### config.mk
export PLATFORM = sky130hd
export DESIGN_NAME = tla_row_rule
export DESIGN_NICKNAME = d
export VERILOG_FILES = /design/src/hdl/tla_pkg.sv /design/src/hdl/tla_row_rule.sv
export SDC_FILE = /design/constraint.sdc
export NUM_CORES = 1
export LEC_CHECK = 0
export ABC_AREA = 1
export BUFFER_PORTS_ARGS = -buffer_cell sky130_fd_sc_hd__buf_2
export CORE_AREA = 2 2 216 218
export DETAILED_ROUTE_END_ITERATION = 7
export DIE_AREA = 0 0 218 220
export PLACE_DENSITY = 0.51
export SYNTH_ARGS = -nofsm -noshare
export SYNTH_HDL_FRONTEND = slang
export SYNTH_SLANG_ARGS = --single-unit
### constraint.sdc
create_clock -name vclk -period 12.1
set_input_delay 0 -clock vclk [all_inputs]
set_output_delay 0 -clock vclk [all_outputs]
set_load 0.05 [all_outputs]
### src/hdl/tla_pkg.sv
`default_nettype none

package tla_pkg;

   localparam int MAX_ROWS  = 64;
   localparam int MAX_COLS  = 64;
   localparam int ROW_IDX_W = $clog2(MAX_ROWS);
   localparam int COL_IDX_W = $clog2(MAX_COLS);
   localparam int SIZE_W    = 7;
   localparam int CSR_ADR_W = 1;

   localparam logic [CSR_ADR_W-1:0] REG_GRID_ROWS = 1'd0;
   localparam logic [CSR_ADR_W-1:0] REG_GRID_COLS = 1'd1;

   localparam logic [1:0] ACT_WRITE   = 2'd0;
   localparam logic [1:0] ACT_READ    = 2'd1;
   localparam logic [1:0] ACT_ADVANCE = 2'd2;

   typedef logic [MAX_COLS-1:0] row_type;

   typedef struct packed {
      logic                 shift;
      logic                 load;
      logic                 wr_en;
      logic [COL_IDX_W-1:0] wr_col;
      logic                 wr_val;
   } cell_ctrl_type;

   function automatic logic [SIZE_W-1:0] eff_size(input logic [SIZE_W-1:0] reg_val,
                                                  input logic [SIZE_W-1:0] max_val);
      if (reg_val == '0) begin
         return SIZE_W'(1);
      end else if (reg_val > max_val) begin
         return max_val;
      end
      return reg_val;
   endfunction

endpackage

`default_nettype wire

### src/hdl/tla_row_rule.sv
`default_nettype none

module tla_row_rule (
   input  wire tla_pkg::row_type                 prev_row,
   input  wire tla_pkg::row_type                 cur_row,
   input  wire tla_pkg::row_type                 next_row,
   input  wire logic [tla_pkg::SIZE_W-1:0]       num_cols,
   output tla_pkg::row_type                      new_row
);
   import tla_pkg::*;

   logic [COL_IDX_W-1:0] last;

   assign last = num_cols[COL_IDX_W-1:0] - COL_IDX_W'(1);

   always_comb begin
      logic [2:0] lft;
      logic [2:0] rgt;
      logic [3:0] cnt;
      lft = '0;
      rgt = '0;
      cnt = '0;
      new_row = cur_row;
      for (int c = 0; c < MAX_COLS; c++) begin
         if (c == 0) begin
            lft = {prev_row[last], cur_row[last], next_row[last]};
         end else begin
            lft = {prev_row[(c + MAX_COLS - 1) % MAX_COLS],
                   cur_row[(c + MAX_COLS - 1) % MAX_COLS],
                   next_row[(c + MAX_COLS - 1) % MAX_COLS]};
         end
         if (COL_IDX_W'(c) == last) begin
            rgt = {prev_row[0], cur_row[0], next_row[0]};
         end else begin
            rgt = {prev_row[(c + 1) % MAX_COLS], cur_row[(c + 1) % MAX_COLS],
                   next_row[(c + 1) % MAX_COLS]};
         end
         cnt = 4'(lft[0]) + 4'(lft[1]) + 4'(lft[2]) + 4'(rgt[0]) + 4'(rgt[1])
             + 4'(rgt[2]) + 4'(prev_row[c]) + 4'(next_row[c]);
         if (SIZE_W'(c) < num_cols) begin
            new_row[c] = cur_row[c] ? (cnt == 4'd2 || cnt == 4'd3) : (cnt == 4'd3);
         end
      end
   end

endmodule

`default_nettype wire

Word level (Yosys, flattened, before mapping)

Index checks and enable logic that the tools add are counted.

Output and inout port bits: 64
Flip-flop bits (word level): 0

Multiplexer cells: 197
Magnitude comparators: 65
Reductions and logical operators: 65
Eq/ne operators: 190
$add $sub $neg: 449

Operator list:

| cell                | count |
|---|---|
| $add 4x1->4         | 256 |
| $eq 4x2->1 const B  | 128 |
| $add 3x1->4         | 64 |
| $lt 6x7->1 const A  | 32 |
| $add 2x1->3         | 64 |
| $mux 3              | 63 |
| $eq 6x6->1 const A  | 31 |
| $mux 1              | 131 |
| $add 1x1->2         | 64 |
| $lt 5x7->1 const A  | 16 |
| $eq 5x6->1 const A  | 16 |
| $logic_or 1x1->1    | 64 |
| $lt 4x7->1 const A  | 8 |
| $eq 4x6->1 const A  | 8 |
| $lt 3x7->1 const A  | 4 |
| $eq 3x6->1 const A  | 4 |
| $bmux 1 s6          | 3 |
| $lt 1x7->1 const A  | 2 |
| $lt 2x7->1 const A  | 2 |
| $eq 2x6->1 const A  | 2 |
| $lt 6x7->1 const B  | 1 |
| $eq 1x6->1 const A  | 1 |
| $logic_not 6->1     | 1 |
| $sub 6x1->6 const B | 1 |

Depth between registers and ports, before layout

Gate-level depths: netlist of run 1.

Depth in word-level cells: 14
Mapped depth: 29
Mapped depth without buffers: 24

Worst setup path after synthesis of run 1

OpenSTA, ideal clock, no wires.

Kind: input to output
From: input num_cols[0] (netlist bit)
To: output new_row[0]
Buffers on the path: 6
Stages: 28
Arrival time: 5532 ps
Setup slack: 6568 ps
Required time: 12100 ps
Path through: buf_6 > inv_2 > buf_6 > buf_2 > buf_2 > ha_1 > inv_1 > buf_2 > buf_1 > nand3_1 > nand2_1 > nand2_1 > nand2_1 > nand2_1 > nand2_1 > nand2_1 > nand2_1 > nor2_1 > fa_1 > inv_1 > fa_1 > fa_1 > inv_1 > ha_1 > fa_1 > o21ai_0 > o211ai_1 > o21ai_0

Longest elaborated chain between the ends: 14

Ends and longest elaborated chain:

| what                         | RTL line           | source |
|---|---|---|
| from (decl)                  | tla_row_rule.sv:7  | `input wire logic [tla_pkg::SIZE_W-1:0] num_cols,` |
| $sub 6x1->6                  | tla_row_rule.sv:14 | `assign last = num_cols[COL_IDX_W-1:0] - COL_IDX_W'(1);` |
| $bmux 1 s6                   | tla_row_rule.sv:26 | `lft = {prev_row[last], cur_row[last], next_row[last]};` |
| $mux 1 (implied by the code) | tla_row_rule.sv:26 |  |
| $add 1x1->2                  | tla_row_rule.sv:38 | `cnt = 4'(lft[0]) + 4'(lft[1]) + 4'(lft[2]) + 4'(rgt[0]) + 4'(rgt[1])` |
| $add 2x1->3                  | tla_row_rule.sv:38 |  |
| $add 3x1->4                  | tla_row_rule.sv:38 |  |
| $add 4x1->4                  | tla_row_rule.sv:38 |  |
| $add 4x1->4 (3 in series)    | tla_row_rule.sv:39 | `+ 4'(rgt[2]) + 4'(prev_row[c]) + 4'(next_row[c]);` |
| $eq 4x2->1                   | tla_row_rule.sv:41 | `new_row[c] = cur_row[c] ? (cnt == 4'd2 \|\| cnt == 4'd3) : (cnt == 4'd3);` |
| $logic_or 1x1->1             | tla_row_rule.sv:41 |  |
| $mux 1                       | tla_row_rule.sv:41 |  |
| $mux 1 (*)                   | tla_row_rule.sv:40 | `if (SIZE_W'(c) < num_cols) begin` |
| to (decl)                    | tla_row_rule.sv:8  | `output tla_pkg::row_type new_row` |

Mark *: on every way between the ends. The rest lies on a longest branch, timed or not. The select of a mux whose other input is x is not followed.

Final worst setup path of run 1

Same ends and word-level chain as after synthesis.

==> results of run 1 <==
## worst max-delay path: cells and delay by family
kind,cells,cell delay (ns)
and+or+nand+nor,9,1.09
buffers and inverters,6,2.00
adders and majority gates,6,2.56
AOI/OAI and AO/OA,3,0.60
## cell type report
type / instances / share of cell area
repair buffers: 272 / 0.0786
well taps: 607 / 0.0431
inverters: 293 / 0.0629
multi-input cells: 1849 / 0.815
## final timing paths
check                       start  slack, ns  cells after the start          end
worst max-delay path  num_cols[0]       5.77                     24   new_row[0]
worst min-delay path  num_cols[6]       0.46                      3  new_row[63]
## cell families (layout without fill, tap and decap cells)
kind of cell | Yosys count | after routing | share of synthesized area
buffers and inverters | 357 | 565 | 0.0917
AOI/OAI and AO/OA | 470 | 470 | 0.162
and+or+nand+nor | 925 | 925 | 0.265
xor gates and xnor gates | 1 | 1 | 0.00174
adders and majority gates | 453 | 453 | 0.480
## metrics by stage
step,instance area [um2],instances
global route,17600,3021
global placement,17600,3021
finish,17600,3021
CTS,17600,3021
floorplan,15800,2206
detailed placement,17600,3021
## where the power goes
part	total, mW	internal, mW	switching [mW]
logic	1.59	0.559	1.03
registers	0	0	0
clock network	0	0	0
total	1.59	0.559	1.03
## cells in the final DEF, fill, tap and decap left out
| master | instances |
|---|---|
| ha_1 | 196 |
| clkinv_2 | 3 |
| nand3_1 | 148 |
| a211o_1 | 8 |
| nand2_2 | 3 |
| o21ai_0 | 137 |
| nand2_4 | 35 |
| xor2_4 | 1 |
| buf_2 | 262 |
| buf_4 | 10 |
| nor2_1 | 158 |
| nor2_4 | 15 |
| inv_4 | 2 |
| inv_1 | 281 |
| nor2_8 | 6 |
| a211oi_1 | 1 |
| a21oi_1 | 182 |
| ha_2 | 1 |
| a31oi_1 | 7 |
| nand2_1 | 542 |
| nor2_2 | 2 |
| nand4_1 | 15 |
| o211ai_1 | 46 |
| inv_2 | 7 |
| o21ai_1 | 73 |
| fa_1 | 256 |
| o221ai_1 | 2 |
| nand3_4 | 1 |
| o21a_1 | 6 |
| o2111ai_1 | 8 |
## per-layer routing
metal	wire length, um	part of all wire
met1	26000	0.44
met2	27900	0.47
met3	3270	0.056
met4	1630	0.028
met5	28	0.00048
==> impl_metrics.py, run 1 <==
metrics = {
    "sta": {
        "relSlewSlack": 0.355,
        "finalSetupTns_ns": 0,
        "fin_crit_ns": 6.33,
        "timing_hold_violations_final": 0,
        "timing.fmax_mhz": 158,
        "timing.final.crit_share": 0.523,
        "tightest_slew_ns": 0.967,
        "setup_viol": 0,
        "rsz0062_at_grt": "false",
        "maxSlewViolCount": 0,
        "whs_ns": 0.464,
        "setup_ws_ns": 5.77,
    },
    "cells_and_area": {
        "multi_input_area_um2": 14400,
        "num-fill-cells": 4937,
        "nClkBuffers": 0,
        "areaGrowthSynthToFinish_pct": 11.4,
        "utilization": 0.384,
        "nets": 3068,
        "diodes": 0,
        "seq_area_um2": 0,
        "drive_above_1_share": 0.144,
        "seq_cell_count": 0,
    },
    "global_routing": {
        "grt.total_usage": 0.245,
        "grt.overflow.total": 0,
        "grt_use_met3": 0.0218,
        "grt_max_degree": 78,
        "antenna_found_initial": 3,
        "busiest_layer": "met2",
        "grt_pass1_vias": 15800,
        "grt_pass1_wl_um": 91300,
        "grtUsageMet1": 0.337,
        "use_met2": 0.416,
    },
    "yosys": {
        "ys.warnings.count": 0,
        "avgSynthCellArea_um2": 7.17,
        "synthCells": 2206,
        "syn_nets": 2858,
        "ys_top_cells_by_area": "fa_1 32%, ha_1 16%, nand2_1 13%, inv_1 6.7%, a21oi_1 5.8%",
        "yosysMostFrequentCell": "nand2_1",
        "yosysTopAreaCellShare": 0.324,
        "synth.largest_area_cell": "fa_1",
        "syn_area_um2": 15800,
        "ys_top_cells_by_count": "542 x nand2_1, 283 x inv_1, 256 x fa_1, 197 x ha_1, 182 x a21oi_1",
        "ys_types": 33,
        "seq_area_frac_synth": 0,
    },
    "power": {
        "powerDensity_nw_per_um2": 90.2,
        "p_leak_nw": 9.28,
        "total_power_mw": 1.59,
        "peakVddDrop_mv": 0.0835,
    },
    "worst_setup_path": {
        "worstPathRequired_ns": 12.10,
        "crit_path_end_kind": "output port",
        "critPathLaunchType": "input port",
        "slowest_stage": "inv_2",
        "critPathArrivalTime_ns": 6.33,
        "max_stage_delay_ns": 0.65,
        "cp_max_fo": 48,
        "timing.critical_path.cells": "buf_4, clkinv_2, ha_1, nand2_1, nand2_2, inv_2, nand2_1, nand2_1, nand2_1, nand2_1, nand2_1, nand2_1, nor2_1, fa_1, inv_1, fa_1, fa_1, inv_1, ha_1, fa_1, o21ai_0, o211ai_1, o21ai_0, buf_2",
        "crit_top_cell": "nand2_1",
        "criticalPathCategory": "input port to output port",
    },
    "die": {
        "dieWidth_um": 218,
        "std_cell_rows": 79,
        "dieHeight_um": 220,
        "coreArea_um2": 45900,
        "start_util": 0.345,
        "io_pins": 263,
        "dieArea_um2": 48000,
    },
    "place": {
        "gp_congestion": 0.858,
        "dp_slack_ns": 5.72,
        "port_buffers": 263,
        "hpwlAfterDp_um": 48100,
    },
    "route": {
        "antenna_left": 0,
        "first_pass_iters": 7,
        "avgViaCountPerCell": 5.26,
        "wl_um": 58800,
        "wl_per_cell_um": 19.5,
        "drc": 0,
        "vias": 15900,
        "dr.first_iter.drc_count": 907,
    },
    "clock_tree": {
        "postCtsSetupBuffers": 0,
        "cts_resized": 0,
        "cts_hold_buf": 0,
    },
    "min_path": {
        "hold_path_class": "input port to output port",
    },
    "outcome": {
        "outcome": "finished, final reports clean",
    },
    "flow_run": {
        "maxCapViolCount": 0,
    },
}
No activity file was read; power rests on OpenSTA's default activity.
==> inputs of run 2 (changes only) <==
- clock period: 12.1 -> 6.15 ns (I/O delays scaled with it)
==> impl_metrics.py, run 2 (same netlist as run 1, synthesis figures left out) <==
metrics = {
    "place": {
        "hpwlAfterDp_um": 48700,
        "gp_congestion": 0.883,
        "place_area_um2": 17700,
        "port_buffers": 263,
        "dp_slack_ns": 0.873,
    },
    "cells_and_area": {
        "areaGrowthSynthToFinish_pct": 11.7,
        "seq_cell_count": 0,
        "num-fill-cells": 4935,
        "seq_area_um2": 0,
        "design_area_um2": 17700,
        "drive_above_1_share": 0.146,
        "multi_input_area_um2": 14400,
        "most-common-layout-cells": "542 x nand2_1, 281 x inv_1, 261 x buf_2, 256 x fa_1, 196 x ha_1",
        "nets": 3073,
        "diodes": 0,
        "layout_commonest_cell": "nand2_1",
        "nClkBuffers": 0,
    },
    "global_routing": {
        "grt_pass1_wl_um": 91000,
        "grt_max_degree": 101,
        "antenna_found_initial": 2,
        "grt.overflow.total": 0,
        "grt.total_usage": 0.245,
        "grt_pass1_vias": 15900,
    },
    "sta": {
        "setup_viol": 0,
        "tightest_slew_ns": 1.07,
        "finalSetupTns_ns": 0,
        "timing.final.crit_share": 0.847,
        "maxSlewViolCount": 0,
        "relSlewSlack": 0.290,
        "timing.fmax_mhz": 192,
        "setup_ws_ns": 0.939,
        "timing_hold_violations_final": 0,
        "rsz0062_at_grt": "false",
        "fin_crit_ns": 5.21,
    },
    "die": {
        "dieHeight_um": 220,
        "coreArea_um2": 45900,
        "std_cell_rows": 79,
        "dieWidth_um": 218,
        "io_pins": 263,
        "start_util": 0.345,
        "dieArea_um2": 48000,
    },
    "worst_setup_path": {
        "critPathArrivalTime_ns": 5.21,
        "criticalPathCategory": "input port to output port",
        "crit_path_end_kind": "output port",
        "cp_max_fo": 28,
        "worstPathRequired_ns": 6.15,
        "critPathLaunchType": "input port",
    },
    "flow_run": {
        "maxCapViolCount": 0,
    },
    "power": {
        "powerDensity_nw_per_um2": 178,
        "peakVddDrop_mv": 0.139,
        "p_leak_nw": 9.31,
    },
    "route": {
        "wl_um": 58500,
        "vias": 15900,
        "antenna_left": 0,
        "dr.first_iter.drc_count": 853,
        "wl_per_cell_um": 19.3,
        "avgViaCountPerCell": 5.24,
        "drc": 0,
        "first_pass_iters": 6,
    },
    "min_path": {
        "hold_path_class": "input port to output port",
    },
    "outcome": {
        "outcome": "finished, final reports clean",
    },
    "clock_tree": {
        "postCtsSetupBuffers": 0,
        "cts_hold_buf": 0,
        "cts_resized": 0,
    },
}
## run 2: changes by cell type in the layout (fill, tap and decap cells not counted)
cell / delta
buf_12: +1
buf_4: +5
buf_2: -1
## run 2: area by class of cell
| class | instances | area share |
|---|---|---|
| multi-input combinational | 1849 | 0.813 |
| timing repair buffer | 277 | 0.0814 |
| inverter | 293 | 0.0627 |
| tap | 607 | 0.0430 |
## run 2: layer usage
layer,GRT usage,vias to the layer above,part of all wire
met5,0,-,0.00046
met4,0.0778,4,0.036
met3,0.0130,101,0.052
met2,0.419,471,0.47
met1,0.332,7630,0.44
li1,-,7651,-
## run 2: stage by stage
| stage | std cells | util | power (mW) | hold slack, ns |
|---|---|---|---|---|
| finish | 3026 | 0.386 | 3.14 | 0.476 |
| CTS | 3026 | 0.386 | 3.18 | 0.476 |
| floorplan | 2206 | - | 2.31 | 0.278 |
| global placement | 3026 | 0.386 | 3.05 | 0.475 |
| global route | 3026 | 0.386 | 3.60 | 0.497 |
| detailed placement | 3026 | 0.386 | 3.15 | 0.475 |
## run 2: worst paths after layout
path                     from          end  cells after the start
setup / recovery  num_cols[0]   new_row[0]                     26
hold / removal    cur_row[41]  new_row[41]                      4
## run 2: critical path: stages
cell and delay [ns]:
buf_4 0.13, clkinv_2 0.08, buf_4 0.31, ha_1 0.30, inv_2 0.04, nand2_1 0.06, nand2_2 0.06, inv_2 0.45
nand2_1 0.11, nand2_1 0.08, nand2_1 0.05, nand2_1 0.09, nand2_1 0.06, nand2_1 0.14, nor2_1 0.07, fa_1 0.48
inv_1 0.06, fa_1 0.50, fa_1 0.55, inv_1 0.04, ha_1 0.21, fa_1 0.38, o21ai_0 0.17, o211ai_1 0.10
o21ai_0 0.33, buf_2 0.34
## run 2: where the power goes
group	total (mW)	switching (mW)	internal (mW)	leakage, nW
combinational	3.14	2.03	1.11	9.31
clock	0	0	0	0
sequential	0	0	0	0
==> inputs of run 3 (changes only) <==
- PLACE_DENSITY: 0.51 -> 0.53
- clock period: 6.15 -> 4.7 ns (I/O delays scaled with it)
==> impl_metrics.py, run 3 (same netlist as run 1, synthesis figures left out) <==
metrics = {
    "cells_and_area": {
        "areaGrowthSynthToFinish_pct": 15.6,
        "nClkBuffers": 0,
        "drive_above_1_share": 0.166,
        "seq_area_um2": 0,
        "layout_commonest_cell": "nand2_1",
        "most-common-layout-cells": "542 x nand2_1, 281 x inv_1, 256 x fa_1, 254 x buf_2, 196 x ha_1",
        "num-fill-cells": 4952,
        "final_cell_count_no_fill": 3087,
        "seq_cell_count": 0,
        "nets": 3131,
        "multi_input_area_um2": 14400,
    },
    "route": {
        "wl_per_cell_um": 19.1,
        "first_pass_iters": 6,
        "drc": 0,
        "wl_um": 59000,
        "avgViaCountPerCell": 5.22,
        "dr.first_iter.drc_count": 1181,
        "antenna_left": 0,
        "vias": 16100,
    },
    "die": {
        "dieArea_um2": 48000,
        "dieHeight_um": 220,
        "dieWidth_um": 218,
        "std_cell_rows": 79,
        "io_pins": 263,
        "coreArea_um2": 45900,
        "start_util": 0.345,
    },
    "place": {
        "place_inst": 3081,
        "port_buffers": 263,
        "hpwlAfterDp_um": 49800,
        "gp_congestion": 0.891,
    },
    "global_routing": {
        "grt.overflow.total": 0,
        "antenna_found_initial": 6,
        "grt_pass1_vias": 16000,
        "grt_max_degree": 101,
        "grt_pass1_wl_um": 91500,
        "grt.total_usage": 0.247,
    },
    "power": {
        "p_leak_nw": 9.65,
        "peakVddDrop_mv": 0.292,
        "total_power_mw": 4.25,
        "powerDensity_nw_per_um2": 232,
    },
    "worst_setup_path": {
        "crit_buf_inv": 7,
        "path_delay_family": "adder cells",
        "crit_top_cell": "nand2_1",
        "criticalPathCategory": "input port to output port",
        "critPathArrivalTime_ns": 4.50,
        "max_stage_delay_ns": 0.55,
        "cp_max_fo": 22,
        "slowest_stage": "fa_1",
        "critPathLaunchType": "input port",
        "crit_path_end_kind": "output port",
        "worstPathRequired_ns": 4.70,
    },
    "clock_tree": {
        "cts_hold_buf": 0,
    },
    "sta": {
        "timing.fmax_mhz": 222,
        "timing.final.crit_share": 0.957,
        "timing_hold_violations_final": 0,
        "fin_crit_ns": 4.50,
        "setup_viol": 0,
        "relSlewSlack": 0.395,
        "rsz0062_at_grt": "true",
        "maxSlewViolCount": 0,
        "tightest_slew_ns": 0.902,
    },
    "min_path": {
        "whs_path_depth": 4,
        "min_to": "new_row[40]",
        "hold_path_class": "input port to output port",
        "min_from": "cur_row[40]",
    },
    "flow_run": {
        "maxCapViolCount": 0,
    },
    "outcome": {
        "outcome": "finished, final reports clean",
    },
}
## run 3: cell count changes in the layout (fill, tap and decap cells not counted), moves of 2 or more
cell     previous run  this run
buf_2             261       254
diode_2             0         3
buf_6               0         2
o21ai_0           137       122
buf_4              15        65
o21ai_1            73        87
buf_12              1        12
## run 3: worst max-delay path by stage
stage	from	end	slack (ns)	cells after the start
2_1_floorplan	num_cols[0]	new_row[0]	-0.21	28
3_3_place_gp	num_cols[0]	new_row[52]	0.20	23
3_5_place_dp	num_cols[0]	new_row[0]	0.17	25
4_1_cts	num_cols[0]	new_row[0]	0.15	25
5_1_grt	num_cols[0]	new_row[0]	-0.04	25
6_report	num_cols[0]	new_row[0]	0.20	25
## run 3: area by class of cell
type	instances	share of cell area
Multi-Input combinational cell	1849	0.786
Tap cell	607	0.0415
Timing Repair Buffer	335	0.112
Inverter	293	0.0605
Antenna cell	3	0.000410
## run 3: per-layer routing
layer  part of all wire  global-route usage  up-vias
li1                   -                   -     7783
met1               0.43               0.331     7669
met2               0.47               0.424      556
met3              0.067              0.0280      103
met4              0.027              0.0594        6
met5            0.00063                   0        -
## run 3: repair_timing
| action | in CTS | in global routing |
|---|---|---|
| buffers inserted | 0 | 3 |
| endpoints found under the setup margin | 0 | 25 |
| gates resized for setup | 0 | 8 |
## run 3: where the power goes
part	internal (mW)	switching, mW
logic	1.56	2.69
clock network	0.0000000857	0
registers	0	0
## run 3: per-stage QoR
step	TNS, ns	hold slack [ns]	worst slack (ns)	util	cell area [um2]
2_1_floorplan	-0.207	0.278	-0.207	-	15800
3_3_place_gp	0	0.459	0.195	0.398	18200
3_5_place_dp	0	0.462	0.165	0.398	18200
4_1_cts	0	0.463	0.151	0.398	18200
5_1_grt	-0.0437	0.485	-0.0399	0.399	18300
6_report	0	0.466	0.204	0.399	18300
