`src/hdl/tla_pkg.sv`:
```
`default_nettype none

package tla_pkg;

   localparam int MAX_ROWS  = 64;
   localparam int MAX_COLS  = 64;
   localparam int ROW_IDX_W = $clog2(MAX_ROWS);
   localparam int COL_IDX_W = $clog2(MAX_COLS);
   localparam int SIZE_W    = 7;
   localparam int CSR_ADR_W = 1;

   localparam logic [CSR_ADR_W-1:0] REG_GRID_ROWS = 1'd0;
   localparam logic [CSR_ADR_W-1:0] REG_GRID_COLS = 1'd1;

   localparam logic [1:0] ACT_WRITE   = 2'd0;
   localparam logic [1:0] ACT_READ    = 2'd1;
   localparam logic [1:0] ACT_ADVANCE = 2'd2;

   typedef logic [MAX_COLS-1:0] row_type;

   typedef struct packed {
      logic                 shift;
      logic                 load;
      logic                 wr_en;
      logic [COL_IDX_W-1:0] wr_col;
      logic                 wr_val;
   } cell_ctrl_type;

   function automatic logic [SIZE_W-1:0] eff_size(input logic [SIZE_W-1:0] reg_val,
                                                  input logic [SIZE_W-1:0] max_val);
      if (reg_val == '0) begin
         return SIZE_W'(1);
      end else if (reg_val > max_val) begin
         return max_val;
      end
      return reg_val;
   endfunction

endpackage

`default_nettype wire

```
`src/hdl/tla_row_cell.sv`:
```
`default_nettype none

module tla_row_cell (
   input  wire logic                   clock,
   input  wire logic                   reset,
   input  wire tla_pkg::cell_ctrl_type ctrl,
   input  wire tla_pkg::row_type       up_row,
   input  wire tla_pkg::row_type       new_row,
   output tla_pkg::row_type            row_q
);
   import tla_pkg::*;

   row_type row_ff;
   row_type row_in;

   always_comb begin
      row_in = row_ff;
      if (ctrl.load) begin
         row_in = new_row;
      end else if (ctrl.shift) begin
         row_in = up_row;
      end else if (ctrl.wr_en) begin
         row_in[ctrl.wr_col] = ctrl.wr_val;
      end
   end

   always_ff @(posedge clock) begin
      if (reset) begin
         row_ff <= '0;
      end else begin
         row_ff <= row_in;
      end
   end

   assign row_q = row_ff;

endmodule

`default_nettype wire

```
`config.mk`:
```
export PLATFORM = sky130hd
export DESIGN_NAME = tla_row_cell
export DESIGN_NICKNAME = d
export VERILOG_FILES = /design/src/hdl/tla_pkg.sv /design/src/hdl/tla_row_cell.sv
export SDC_FILE = /design/constraint.sdc
export NUM_CORES = 1
export LEC_CHECK = 0
export ABC_CLOCK_PERIOD_IN_PS = 2110
export BUFFER_PORTS_ARGS = -buffer_cell sky130_fd_sc_hd__buf_4
export CAP_MARGIN = 20
export CORE_UTILIZATION = 50
export DETAILED_ROUTE_END_ITERATION = 8
export GPL_TIMING_DRIVEN = 0
export PLACE_DENSITY = 0.81
export SLEW_MARGIN = 20
export SYNTH_ARGS = -nofsm -noshare
export SYNTH_HDL_FRONTEND = slang
export SYNTH_SLANG_ARGS = --single-unit
```
`constraint.sdc`:
```
create_clock -name clock -period 2.11 [get_ports clock]
set_input_delay 0.3165 -clock clock [delete_from_list [all_inputs] [get_ports clock]]
set_output_delay 0.3165 -clock clock [all_outputs]
set_load 0.02 [all_outputs]
```
Yosys cells after proc, flatten, opt, wreduce, memory -nomap -nowiden
Cells that the tools add are included.
{ "totals": {"reg_bits": 64, "in_bits": 140} }
{ "classes": {"magnitude_cmp": 2, "mux": 6, "n_reduce_logical": 2} }
{ "ops": {"columns": ["op", "n"], "rows": [
  ["two-way mux 64 bit", 3],
  ["bitwise mux 64 bit", 1],
  ["< comparator 6 x 7 -> 1 bit (second input constant)", 1],
  ["demux 1 bit (select 6 bit)", 1],
  [">= comparator 6 x 1 -> 1 bit (second input constant)", 1],
  ["nonzero test 3 bit", 1],
  ["logical AND 1 bit", 1],
  ["two-way mux 1 bit", 1]
]} }

Longest topological paths before layout
Gate-level depths: netlist of run 1.
{ "logic_depth": {"ltp_word": 8, "ltp_mapped": 6, "mapped_depth_nobuf": 3} }

Worst setup path after synthesis of run 1
No wires, ideal clock.
{ "synth_path": {"path_type": "input -> register", "start": "input port ctrl[5] (netlist name)", "end": "register row_ff[35], in the netlist row_q[35]", "setup_slack_ns": 0.553, "n_path_buf": 3, "t_arrival_ns": 1.423, "required_ns": 1.975, "setup_time_ns": 0.135, "stages": 6, "path_cell_list": "buf_6 buf_6 or3b_2 buf_2 o2111ai_1 o41ai_2"} }
{ "synth_between": {"elab_chain_len": 8} }
{ "synth_lines": {"columns": ["item", "line_no", "source"], "rows": [
  ["from (decl)", "tla_row_cell.sv:6", "input wire tla_pkg::cell_ctrl_type ctrl,"],
  ["< comparator 6 x 7 -> 1 bit (not written as such) / >= comparator 6 x 1 -> 1 bit (equally long branches)", "tla_row_cell.sv:23", "row_in[ctrl.wr_col] = ctrl.wr_val;"],
  ["logical AND 1 bit (not written as such)", "tla_row_cell.sv:23", null],
  ["two-way mux 1 bit (not written as such)", "tla_row_cell.sv:23", null],
  ["demux 1 bit (select 6 bit) *", "tla_row_cell.sv:23", null],
  ["bitwise mux 64 bit *", "tla_row_cell.sv:23", null],
  ["two-way mux 64 bit *", "tla_row_cell.sv:22", "end else if (ctrl.wr_en) begin"],
  ["two-way mux 64 bit *", "tla_row_cell.sv:20", "end else if (ctrl.shift) begin"],
  ["two-way mux 64 bit *", "tla_row_cell.sv:18", "if (ctrl.load) begin"],
  ["to (signal assigned)", "tla_row_cell.sv:31", "row_ff <= row_in;"],
  ["to (decl)", "tla_row_cell.sv:13", "row_type row_ff;"]
]} }
Every way passes the cells marked *; elsewhere a longest branch is shown, timed or not. The select of a mux whose other input is x is not followed.
A chain may end at the register's enable or synchronous reset.

Final worst setup path of run 1
{ "layout_path": {"start": "input port ctrl[3] (netlist name)", "end": "register row_ff[35], in the netlist row_q[35]"} }
Same word-level chain as after synthesis.

==> metrics.txt, run 1 <==
Total Wirelength=~23000 microns; fin crit period=roughly 1.8 ns; Leak=approximately 3.1 nW; Area Overhead vs Synth=37.26%; CP Data Arrival Time=roughly 2.0 ns; Net Sw Power=about 0.0013 W; clk sinks=64; antenna cell count=0; CTS tree=built; worst min-delay path class=in -> reg; Slew Limit Fails=0; DR pass1 iterations=5; Slew headroom=0.4125; setup TNS=0 ns; Setup Fix Bufs, Post-CTS=0; Worst EP required=2.32 ns; WHS Endpoint=row_q[36]; PortBufs=203; largest net degree at the start of global routing=11; Logic pwr share=0.327; die area=between 10000 and 15000 sq um; Max Freq=roughly 550 MHz; Hold Startpoint=new_row[36]; Die X=102.7 microns; Synth Area per Inst=8.552 sq um; WHS Path Cells=3; share of cells above drive strength 1=0.3682; final instance area=roughly 7000 sq um; Initial Utilization=0.5164; antenna-violating nets left=0; #FFs+latches synth=64; Clock Skew=0 ns; run status=finished clean; leading cell type in the layout, fill and taps excluded=buf_4; Core Area=9819 sq um; vias in the first global route=~6200; Die H=between 100 and 150 microns; initial antenna violation count=0; vias=around 6800; WL per Instance=24.54 microns; first-pass GRT wire length=about 34000 microns; Hold Slack=between 0.2 and 0.3 ns; max FFs per register=64; Critical Path Fanout Max=10; synthesized cell area=about 5100 sq um; CP peak stage delay=0.77 ns; hold violation total from the final report=0; Critical-path top delay cell=nand4b_1; Synth Net Count=733; CTS buffer count=9; drt initial violations=894; Ports=~200; GPL Wtd Cong=between 0.9 and 1; non-filler instance count after layout=approximately 950; FILL cells=~840; Reg clk slew, reported paths=roughly 0.080 ns; part of the power in registers=0.369; Syn Inst Count=between 500 and 600; endpoints failing setup=0; GR Overflow Total=0; worst path cell trace=buf_4 -> buf_6 -> nand4b_1 -> o2111ai_1 -> o41ai_2; RR Startpoint=row_q[62]; Hold Buf Count CTS=0; Crit Path Category=in -> reg; post-DP HPWL=between 15000 and 20000 microns; YS warnings=0; Worst Tran Pin Value=0.8765 ns; nets@finish=approximately 950; placed cell count=between 900 and 1000; clk buf depth=2; num rows=36; r2r endpoint=row_q[62]; part of the Yosys area used for sequential elements=0.2527; Final Cycle Share=0.8669; cts repair resizes=0; H-tree Lvls=3; RSZ-0062 raised after global routing=no; max-cap violations=0; R2R depth=2; worst-skew pair later-pin latency=between 0.3 and 0.4 ns; critical path startpoint category=primary input; Synth cell types=35; commonest cells after routing, fill and taps aside=205 x buf_4, 65 x nor2b_1; Cell Pwr Density=533.0 nW/um^2; Post-route DRC=0; r2r setup slk=approximately 1.4 ns; worst vdd ir=0.2735 mV; worst path buffer plus inverter count=2; placed inst area=around 6800 sq um; Critical Path Sink Type=flip-flop; clock network fraction of design power=0.303; Vias/cell=7.177; Tot GR Track Use=0.4328; switch share=0.3405; Pint=0.002447 W; clk root buf=clkbuf_8; Top delay family on crit path=simple AND/OR/NAND/NOR gates
area by class of cell:
cell class | count | area, sq um | area share
multi-input combinational | 432 | 3317 | 0.4765
clock buffer | 13 | 158.9 | 0.02283
timing repair buffer | 203 | 1524 | 0.2189
sequential | 64 | 1281 | 0.1841
tap | 133 | 166.4 | 0.02391
clock inverter | 3 | 40.04 | 0.005752
inverter | 1 | 3.754 | 0.0005393
buffer | 96 | 469.2 | 0.06741
logic make-up after synthesis:
kind of cell           after synthesis  synth area share
AOI/OAI and AO/OA                  320            0.4787
buffers and inverters               97           0.09326
DFF                                 64            0.2527
and+or+nand+nor                    112            0.1754
power groups by stage:
stage / clock, W / combinational, W / sequential (W)
2_1_floorplan: 0 / 0.000528 / 0.00149
4_1_cts: 0.00110 / 0.00118 / 0.00136
3_3_place_gp: 0 / 0.00115 / 0.00139
5_1_grt: 0.00116 / 0.00127 / 0.00137
3_5_place_dp: 0 / 0.00118 / 0.00139
6_report: 0.00113 / 0.00121 / 0.00137
per-layer routing:
layer | share of wire | GRT usage | wire length [microns]
met3 | 0.14 | 0.1159 | 3213
met2 | 0.43 | 0.6308 | 9887
met4 | 0.075 | 0.3066 | 1742
met5 | 0 | 0 | 0
met1 | 0.36 | 0.5521 | 8352
cells in the mapped netlist:
master,number,area (sq um)
a21o_1,64,480.5
a21oi_1,64,320.3
a31oi_1,64,400.4
and3_1,3,18.77
and3b_1,8,70.07
and4_1,1,8.760
and4b_1,3,30.03
and4bb_2,3,37.54
buf_1,5,18.77
buf_2,33,165.2
buf_4,2,15.01
buf_6,7,78.83
clkbuf_1,43,161.4
clkbuf_2,6,30.03
dfxtp_1,64,1281
inv_2,1,3.750
nand3_1,1,5.000
nand3b_1,3,22.52
nand4_1,1,6.260
nand4b_1,3,26.28
nand4bb_1,3,33.78
nor2_2,2,12.51
nor2b_1,65,406.6
nor3_2,1,10.01
nor3_4,1,16.27
nor3b_2,3,37.54
nor3b_4,4,75.07
nor4b_4,1,23.77
o2111ai_1,64,560.5
o41ai_1,50,437.9
o41ai_2,14,227.7
or2_2,1,6.260
or3_1,1,6.260
or3b_2,3,26.28
or4b_1,1,10.01
how the worst max path moves through the flow:
stage                endpoint  slack, ns  cells after the start    start
finish              row_q[35]       0.28                      5  ctrl[3]
global placement    row_q[11]       0.10                      5  ctrl[3]
CTS                 row_q[35]       0.45                      5  ctrl[3]
detailed placement  row_q[35]       0.10                      5  ctrl[3]
floorplan           row_q[35]       0.55                      6  ctrl[5]
global route        row_q[29]       0.30                      6  ctrl[8]
worst min-delay path: stages:
cell,delay [ns]
buf_4,0.11
nor2b_1,0.10
o41ai_1,0.06
per-stage QoR:
step	util	worst slack (ns)	power [W]
final	0.7088	0.2808	0.003710
after global routing	0.7088	0.2974	0.003805
after CTS	0.7088	0.4470	0.003640
after detailed placement	0.6886	0.1040	0.002567
after global placement	0.6886	0.1003	0.002542
after floorplan	-	0.5530	0.002015
(Power assumes the default switching activity.)
==> run 2, diff against run 1 <==
--- a/config.mk
+++ b/config.mk
@@ -11,2 +11,3 @@
 export CORE_UTILIZATION = 50
+export CTS_BUF_LIST = sky130_fd_sc_hd__clkbuf_2 sky130_fd_sc_hd__clkbuf_4 sky130_fd_sc_hd__clkbuf_8
 export DETAILED_ROUTE_END_ITERATION = 8
==> constraint.sdc (replaced) <==
create_clock -name clock -period 2.11 [get_ports clock]
set_input_delay 0.1055 -clock clock [delete_from_list [all_inputs] [get_ports clock]]
set_output_delay 0.1055 -clock clock [all_outputs]
set_load 0.02 [all_outputs]
==> metrics.txt, run 2 (synthesis results as in run 1) <==
run status=finished clean; H-tree Lvls=3 (unchanged); Worst EP required=2.32 ns (about the same); max FFs per register=64 (unchanged); Hold Buf Count CTS=0 (unchanged); PortBufs=203 (unchanged); worst-skew pair later-pin latency=0.34 ns (about the same); Final Cycle Share=0.7579 (-0.1090); Tot GR Track Use=0.4341 (+0.001277); Worst Tran Pin Value=0.8776 ns (+0.001078 ns); GR peak layer=met2; Slew Limit Fails=0 (unchanged); Critical-path top delay cell=nand4b_1; Setup Fix Bufs, Post-CTS=0 (unchanged); met3 usage=0.1159 (unchanged); fin crit period=1.599 ns (-0.2300 ns); largest net degree at the start of global routing=11 (unchanged); cts repair resizes=0 (unchanged); RSZ-0062 raised after global routing=no; post-DP HPWL=15920 microns (unchanged); Crit Path Category=in -> reg; Critical Path Fanout Max=10 (unchanged); M1 GR Usage=0.5550 (+0.002963); share of cells above drive strength 1=0.3707 (+0.002463); Core Area=9819 sq um (unchanged); CTS buffer count=9 (unchanged); CTS tree=built; num rows=36 (unchanged); CP Data Arrival Time=1.81 ns (-0.23 ns); Post-route DRC=0 (unchanged); worst min-delay path class=in -> reg; critical path startpoint category=primary input; drt initial violations=856 (-4.3%); DR pass1 iterations=6 (+1); clk root buf=clkbuf_8; first-pass GRT wire length=33910 microns (+0.27%); hold violation total from the final report=0 (unchanged); Initial Utilization=0.5164 (unchanged); clk buf depth=2 (unchanged); Area Overhead vs Synth=37.40%; Slew headroom=0.4149 (+0.002377); GPL Wtd Cong=0.9288 (unchanged); max-cap violations=0 (unchanged); commonest cells after routing, fill and taps aside=205 x buf_4, 65 x nor2b_1; leading cell type in the layout, fill and taps excluded=buf_4; Clock Skew=0 ns (unchanged); worst path cell trace=buf_4 -> buf_6 -> nand4b_1 -> o2111ai_1 -> o41ai_2; Critical Path Sink Type=flip-flop; endpoints failing setup=0 (unchanged); initial antenna violation count=0 (unchanged); setup TNS=0 ns (unchanged); routing usage on met2=0.6333 (+0.002564); WL per Instance=24.66 microns (+0.46%); Ports=204 (unchanged); vias=6741 (-0.60%); antenna-violating nets left=0 (unchanged); Cell Pwr Density=535.3 nW/um^2 (+0.43%); die area=10550 sq um (unchanged); Die H=102.7 microns (unchanged); nets@finish=947 (unchanged); CP peak stage delay=0.75 ns (-0.02 ns); Vias/cell=7.133 (-0.60%); vias in the first global route=6196 (-0.16%); Leak=3.132 nW (+0.22%); GR Overflow Total=0 (unchanged); antenna cell count=0 (unchanged); worst vdd ir=0.2713 mV (-0.81%); total power=0.003730 W (+0.54%); Reg clk slew, reported paths=0.07 ns (about the same); clk sinks=64 (unchanged); Max Freq=625.3 MHz (+14%); Total Wirelength=23300 microns (+0.46%); Die X=102.7 microns (unchanged)
## run 2: cell count changes in the layout (fill, tap and decap cells not counted)
cell and delta:
clkbuf_1 -2, clkbuf_4 +2
## run 2: area by class of cell
cell class,instances,area [sq um]
Fill cell,838,2851
Buffer,96,469.2
Sequential cell,64,1281
Multi-Input combinational cell,432,3317
Clock buffer,13,166.4
Tap cell,133,166.4
Timing Repair Buffer,203,1524
Clock inverter,3,40.04
Inverter,1,3.754
## run 2: power breakdown
group | internal (W) | leakage (nW) | switching (W)
sequential | 0.00130 | 0.531 | 0.0000674
combinational | 0.000536 | 2.49 | 0.000680
clock | 0.000634 | 0.110 | 0.000510
## run 2: worst paths after layout
path                     from         to  slack [ns]  depth (start not counted)
hold reg to reg     row_q[46]  row_q[46]        0.53                          2
setup reg to reg    row_q[14]  row_q[14]        1.36                          2
setup / recovery      ctrl[3]  row_q[35]        0.51                          5
hold / removal    new_row[36]  row_q[36]        0.07                          3
## run 2: worst max-delay path: cells and delay by family
| family | cells | cell delay, ns |
|---|---|---|
| AND/OR/NAND/NOR | 1 | 0.75 |
| AO/OA/AOI/OAI | 2 | 0.66 |
| buffers and inverters | 2 | 0.28 |
## run 2: per-layer routing
metal	vias up	share of wire
met2	664	0.43
met3	174	0.14
met4	0	0.077
met1	3061	0.36
li1	2842	-
met5	-	0
## run 2: metrics by stage
step	instances	instance area [sq um]	hold slack (ns)	util	worst slack [ns]
after floorplan	593	5071	0.3037	-	0.7640
after global placement	929	6761	0.4308	0.6886	0.3113
after detailed placement	929	6761	0.4295	0.6886	0.3150
after CTS	945	6968	0.06670	0.7096	0.6590
after global routing	945	6968	0.06950	0.7096	0.5130
final	945	6968	0.06930	0.7096	0.5108
==> run 3, diff against run 2 <==
Settings changed: ABC_AREA set to 1, ABC_CLOCK_PERIOD_IN_PS 2110 to 1700.
Clock period 2.11 ns to 1.7 ns, I/O delays scaled along.
==> metrics.txt, run 3 <==
run status=finished clean; Hold Buf Count CTS=0 (unchanged); r2r endpoint=row_q[44]; CP Data Arrival Time=1.39 ns (-0.42 ns); Syn Inst Count=904 (+52%); part of the power in registers=0.370 (+0.003); Reg clk slew, reported paths=0.08 ns (about the same); CTS buffer count=9 (unchanged); Vias/cell=5.300 (-26%); first-pass GRT wire length=28550 microns (-16%); RSZ-0062 raised after global routing=no; leading cell type in the layout, fill and taps excluded=nand2_1; FF+latch area=1281 sq um (unchanged); #FFs+latches synth=64 (unchanged); Logic pwr share=0.327 (about the same); die area=10400 sq um (-1.4%); fin crit period=about 1.1 ns; Hold Slack=0.03770 ns (-0.03160 ns); worst vdd ir=0.3727 mV (+37%); Slew headroom=0.6352 (+0.2203); WL per Instance=14.73 microns (-40%); Critical Path Fanout Max=10 (unchanged); Leak=3.352 nW (+7.0%); Synth cell types=22 (-37%); final instance area=6862 sq um (-1.5%); H-tree Lvls=3 (unchanged); FILL cells=965 (+15%); Synth Net Count=1044 (+42%); vias=6636 (-1.6%); Critical Path Sink Type=flip-flop; Setup Fix Bufs, Post-CTS=0 (unchanged); Synth Area per Inst=5.529 sq um (-35%); clk buf depth=2 (unchanged); cts repair resizes=0 (unchanged); Net Sw Power=0.001574 W (+25%); share of cells above drive strength 1=0.2726 (-0.09812); Synth Flop Type=dfxtp_1; Post-route DRC=0 (unchanged); critical path startpoint category=primary input; Final Cycle Share=0.6642; Max Freq=about 890 MHz; Core Area=9729 sq um (-0.92%); Die H=102.0 microns (-0.71%); drt initial violations=488 (-43%); hold violation total from the final report=0 (unchanged); antenna cell count=0 (unchanged); count leader, synth=nand2_1; DR pass1 iterations=7 (+1); Total Wirelength=18450 microns (-21%); WHS Endpoint=row_q[43]; PortBufs=200 (-1.5%); YS warnings=0 (unchanged); post-DP HPWL=13630 microns (-14%); clk sinks=64 (unchanged); clk root buf=clkbuf_8; GR Overflow Total=0 (unchanged); placed inst area=6666 sq um (-1.4%); commonest cells after routing, fill and taps aside=329 x nand2_1, 201 x buf_4, 127 x a21oi_1; GPL Wtd Cong=0.9088 (-2.2%); Initial Utilization=0.5138 (-0.002677); Crit Path Category=in -> reg; Hold Startpoint=new_row[43]; Worst EP required=1.96 ns (-0.36 ns); initial antenna violation count=0 (unchanged); part of the Yosys area used for sequential elements=0.2563 (+0.003668); Clock Skew=0 ns (unchanged); worst-skew pair later-pin latency=0.35 ns (about the same); multi-input combinational cell area=3253 sq um (-1.9%); max-cap violations=0 (unchanged); num rows=36 (unchanged); area share of the largest cell type after synthesis=0.2563 (+0.003668); Ports=204 (unchanged); antenna-violating nets left=0 (unchanged); CTS tree=built; Tot GR Track Use=0.3551 (-0.07903); Pint=0.003039 W (+23%); Cell Pwr Density=672.4 nW/um^2 (+26%); largest net degree at the start of global routing=11 (unchanged); worst min-delay path class=in -> reg; Die X=102.0 microns (-0.71%); nets@finish=1255 (+33%); setup TNS=0 ns (unchanged); synthesized cell area=4999 sq um (-1.4%); vias in the first global route=5943 (-4.1%); Worst Tran Pin Value=0.5472 ns (-0.3304 ns); Synth area leader=dfxtp_1; max FFs per register=64 (unchanged); Post-synth EDFFs=0 (unchanged); Synth top cells by count=329 x nand2_1, 127 x a21oi_1, 103 x nor2_1; r2r setup slk=0.96 ns (-0.40 ns); switch share=0.3413 (+0.004205); R2R depth=4 (+2); Synth area leaders=dfxtp_1 26%, nand2_1 25%, a21oi_1 13%; Area Overhead vs Synth=37.27% (about the same); clock network fraction of design power=0.303 (-0.004); WHS Path Cells=4 (+1); RR Startpoint=row_q[44]; Slew Limit Fails=0 (unchanged); endpoints failing setup=0 (unchanged); FFs w/ async S/R, synth=0 (unchanged)
==> run 3: worst max path at each step <==
stage / start / slack [ns] / cells past startpoint / endpoint
after CTS: ctrl[9] / 0.61 / 8 / row_q[30]
final: ctrl[9] / 0.57 / 8 / row_q[30]
after global routing: ctrl[9] / 0.48 / 8 / row_q[31]
after global placement: ctrl[3] / 0.24 / 7 / row_q[19]
after detailed placement: ctrl[3] / 0.24 / 7 / row_q[19]
after floorplan: ctrl[1] / 0.68 / 6 / row_q[59]
==> run 3: routing by layer <==
metal  global-route usage  wire length [microns]  vias up
li1                     -                      -     3270
met1               0.4671                   7762     2949
met2               0.5772                   8446      365
met3              0.04651                   1642       52
met4               0.1648                    595        0
met5                    0                      0        -
==> run 3: per-stage QoR <==
step                std cells  setup WS, ns  total power [W]  utilization
floorplan                 904        0.6766         0.002565            -
global placement         1237        0.2371         0.003207       0.6852
detailed placement       1237        0.2413         0.003221       0.6852
CTS                      1252        0.6072         0.004577       0.7052
global route             1252        0.4773         0.004817       0.7052
finish                   1252        0.5709         0.004613       0.7052
==> run 3: layout make-up <==
type,count,area share
multi-input cells,726,0.4741
plain buffers,53,0.03428
flip-flops and latches,64,0.1867
repair buffers,200,0.2188
inverters,61,0.03337
clock buffers,12,0.02225
clock inverters,3,0.006200
well taps,133,0.02425
==> run 3: logic make-up (layout without fill, tap and decap cells) <==
logic type,Yosys count,in the layout,share of synthesized area
and+or+nand+nor,560,560,0.4841
DFF,64,64,0.2563
buffers and inverters,114,329,0.09287
AOI/OAI and AO/OA,166,166,0.1667
==> run 3: power by group through the flow <==
stage | registers [W] | clock network, W | logic [W]
after floorplan | 0.00189 | 0 | 0.000676
after global placement | 0.00174 | 0 | 0.00147
after detailed placement | 0.00174 | 0 | 0.00148
after CTS | 0.00171 | 0.00138 | 0.00149
after global routing | 0.00172 | 0.00145 | 0.00164
final | 0.00171 | 0.00140 | 0.00151
==> run 3: worst max-delay path: stages <==
cell      delay (ns)
buf_4           0.12
nor2_1          0.16
inv_1           0.22
clkbuf_2        0.29
o21ai_0         0.32
nand2_1         0.08
nand2_1         0.06
nor2_1          0.04
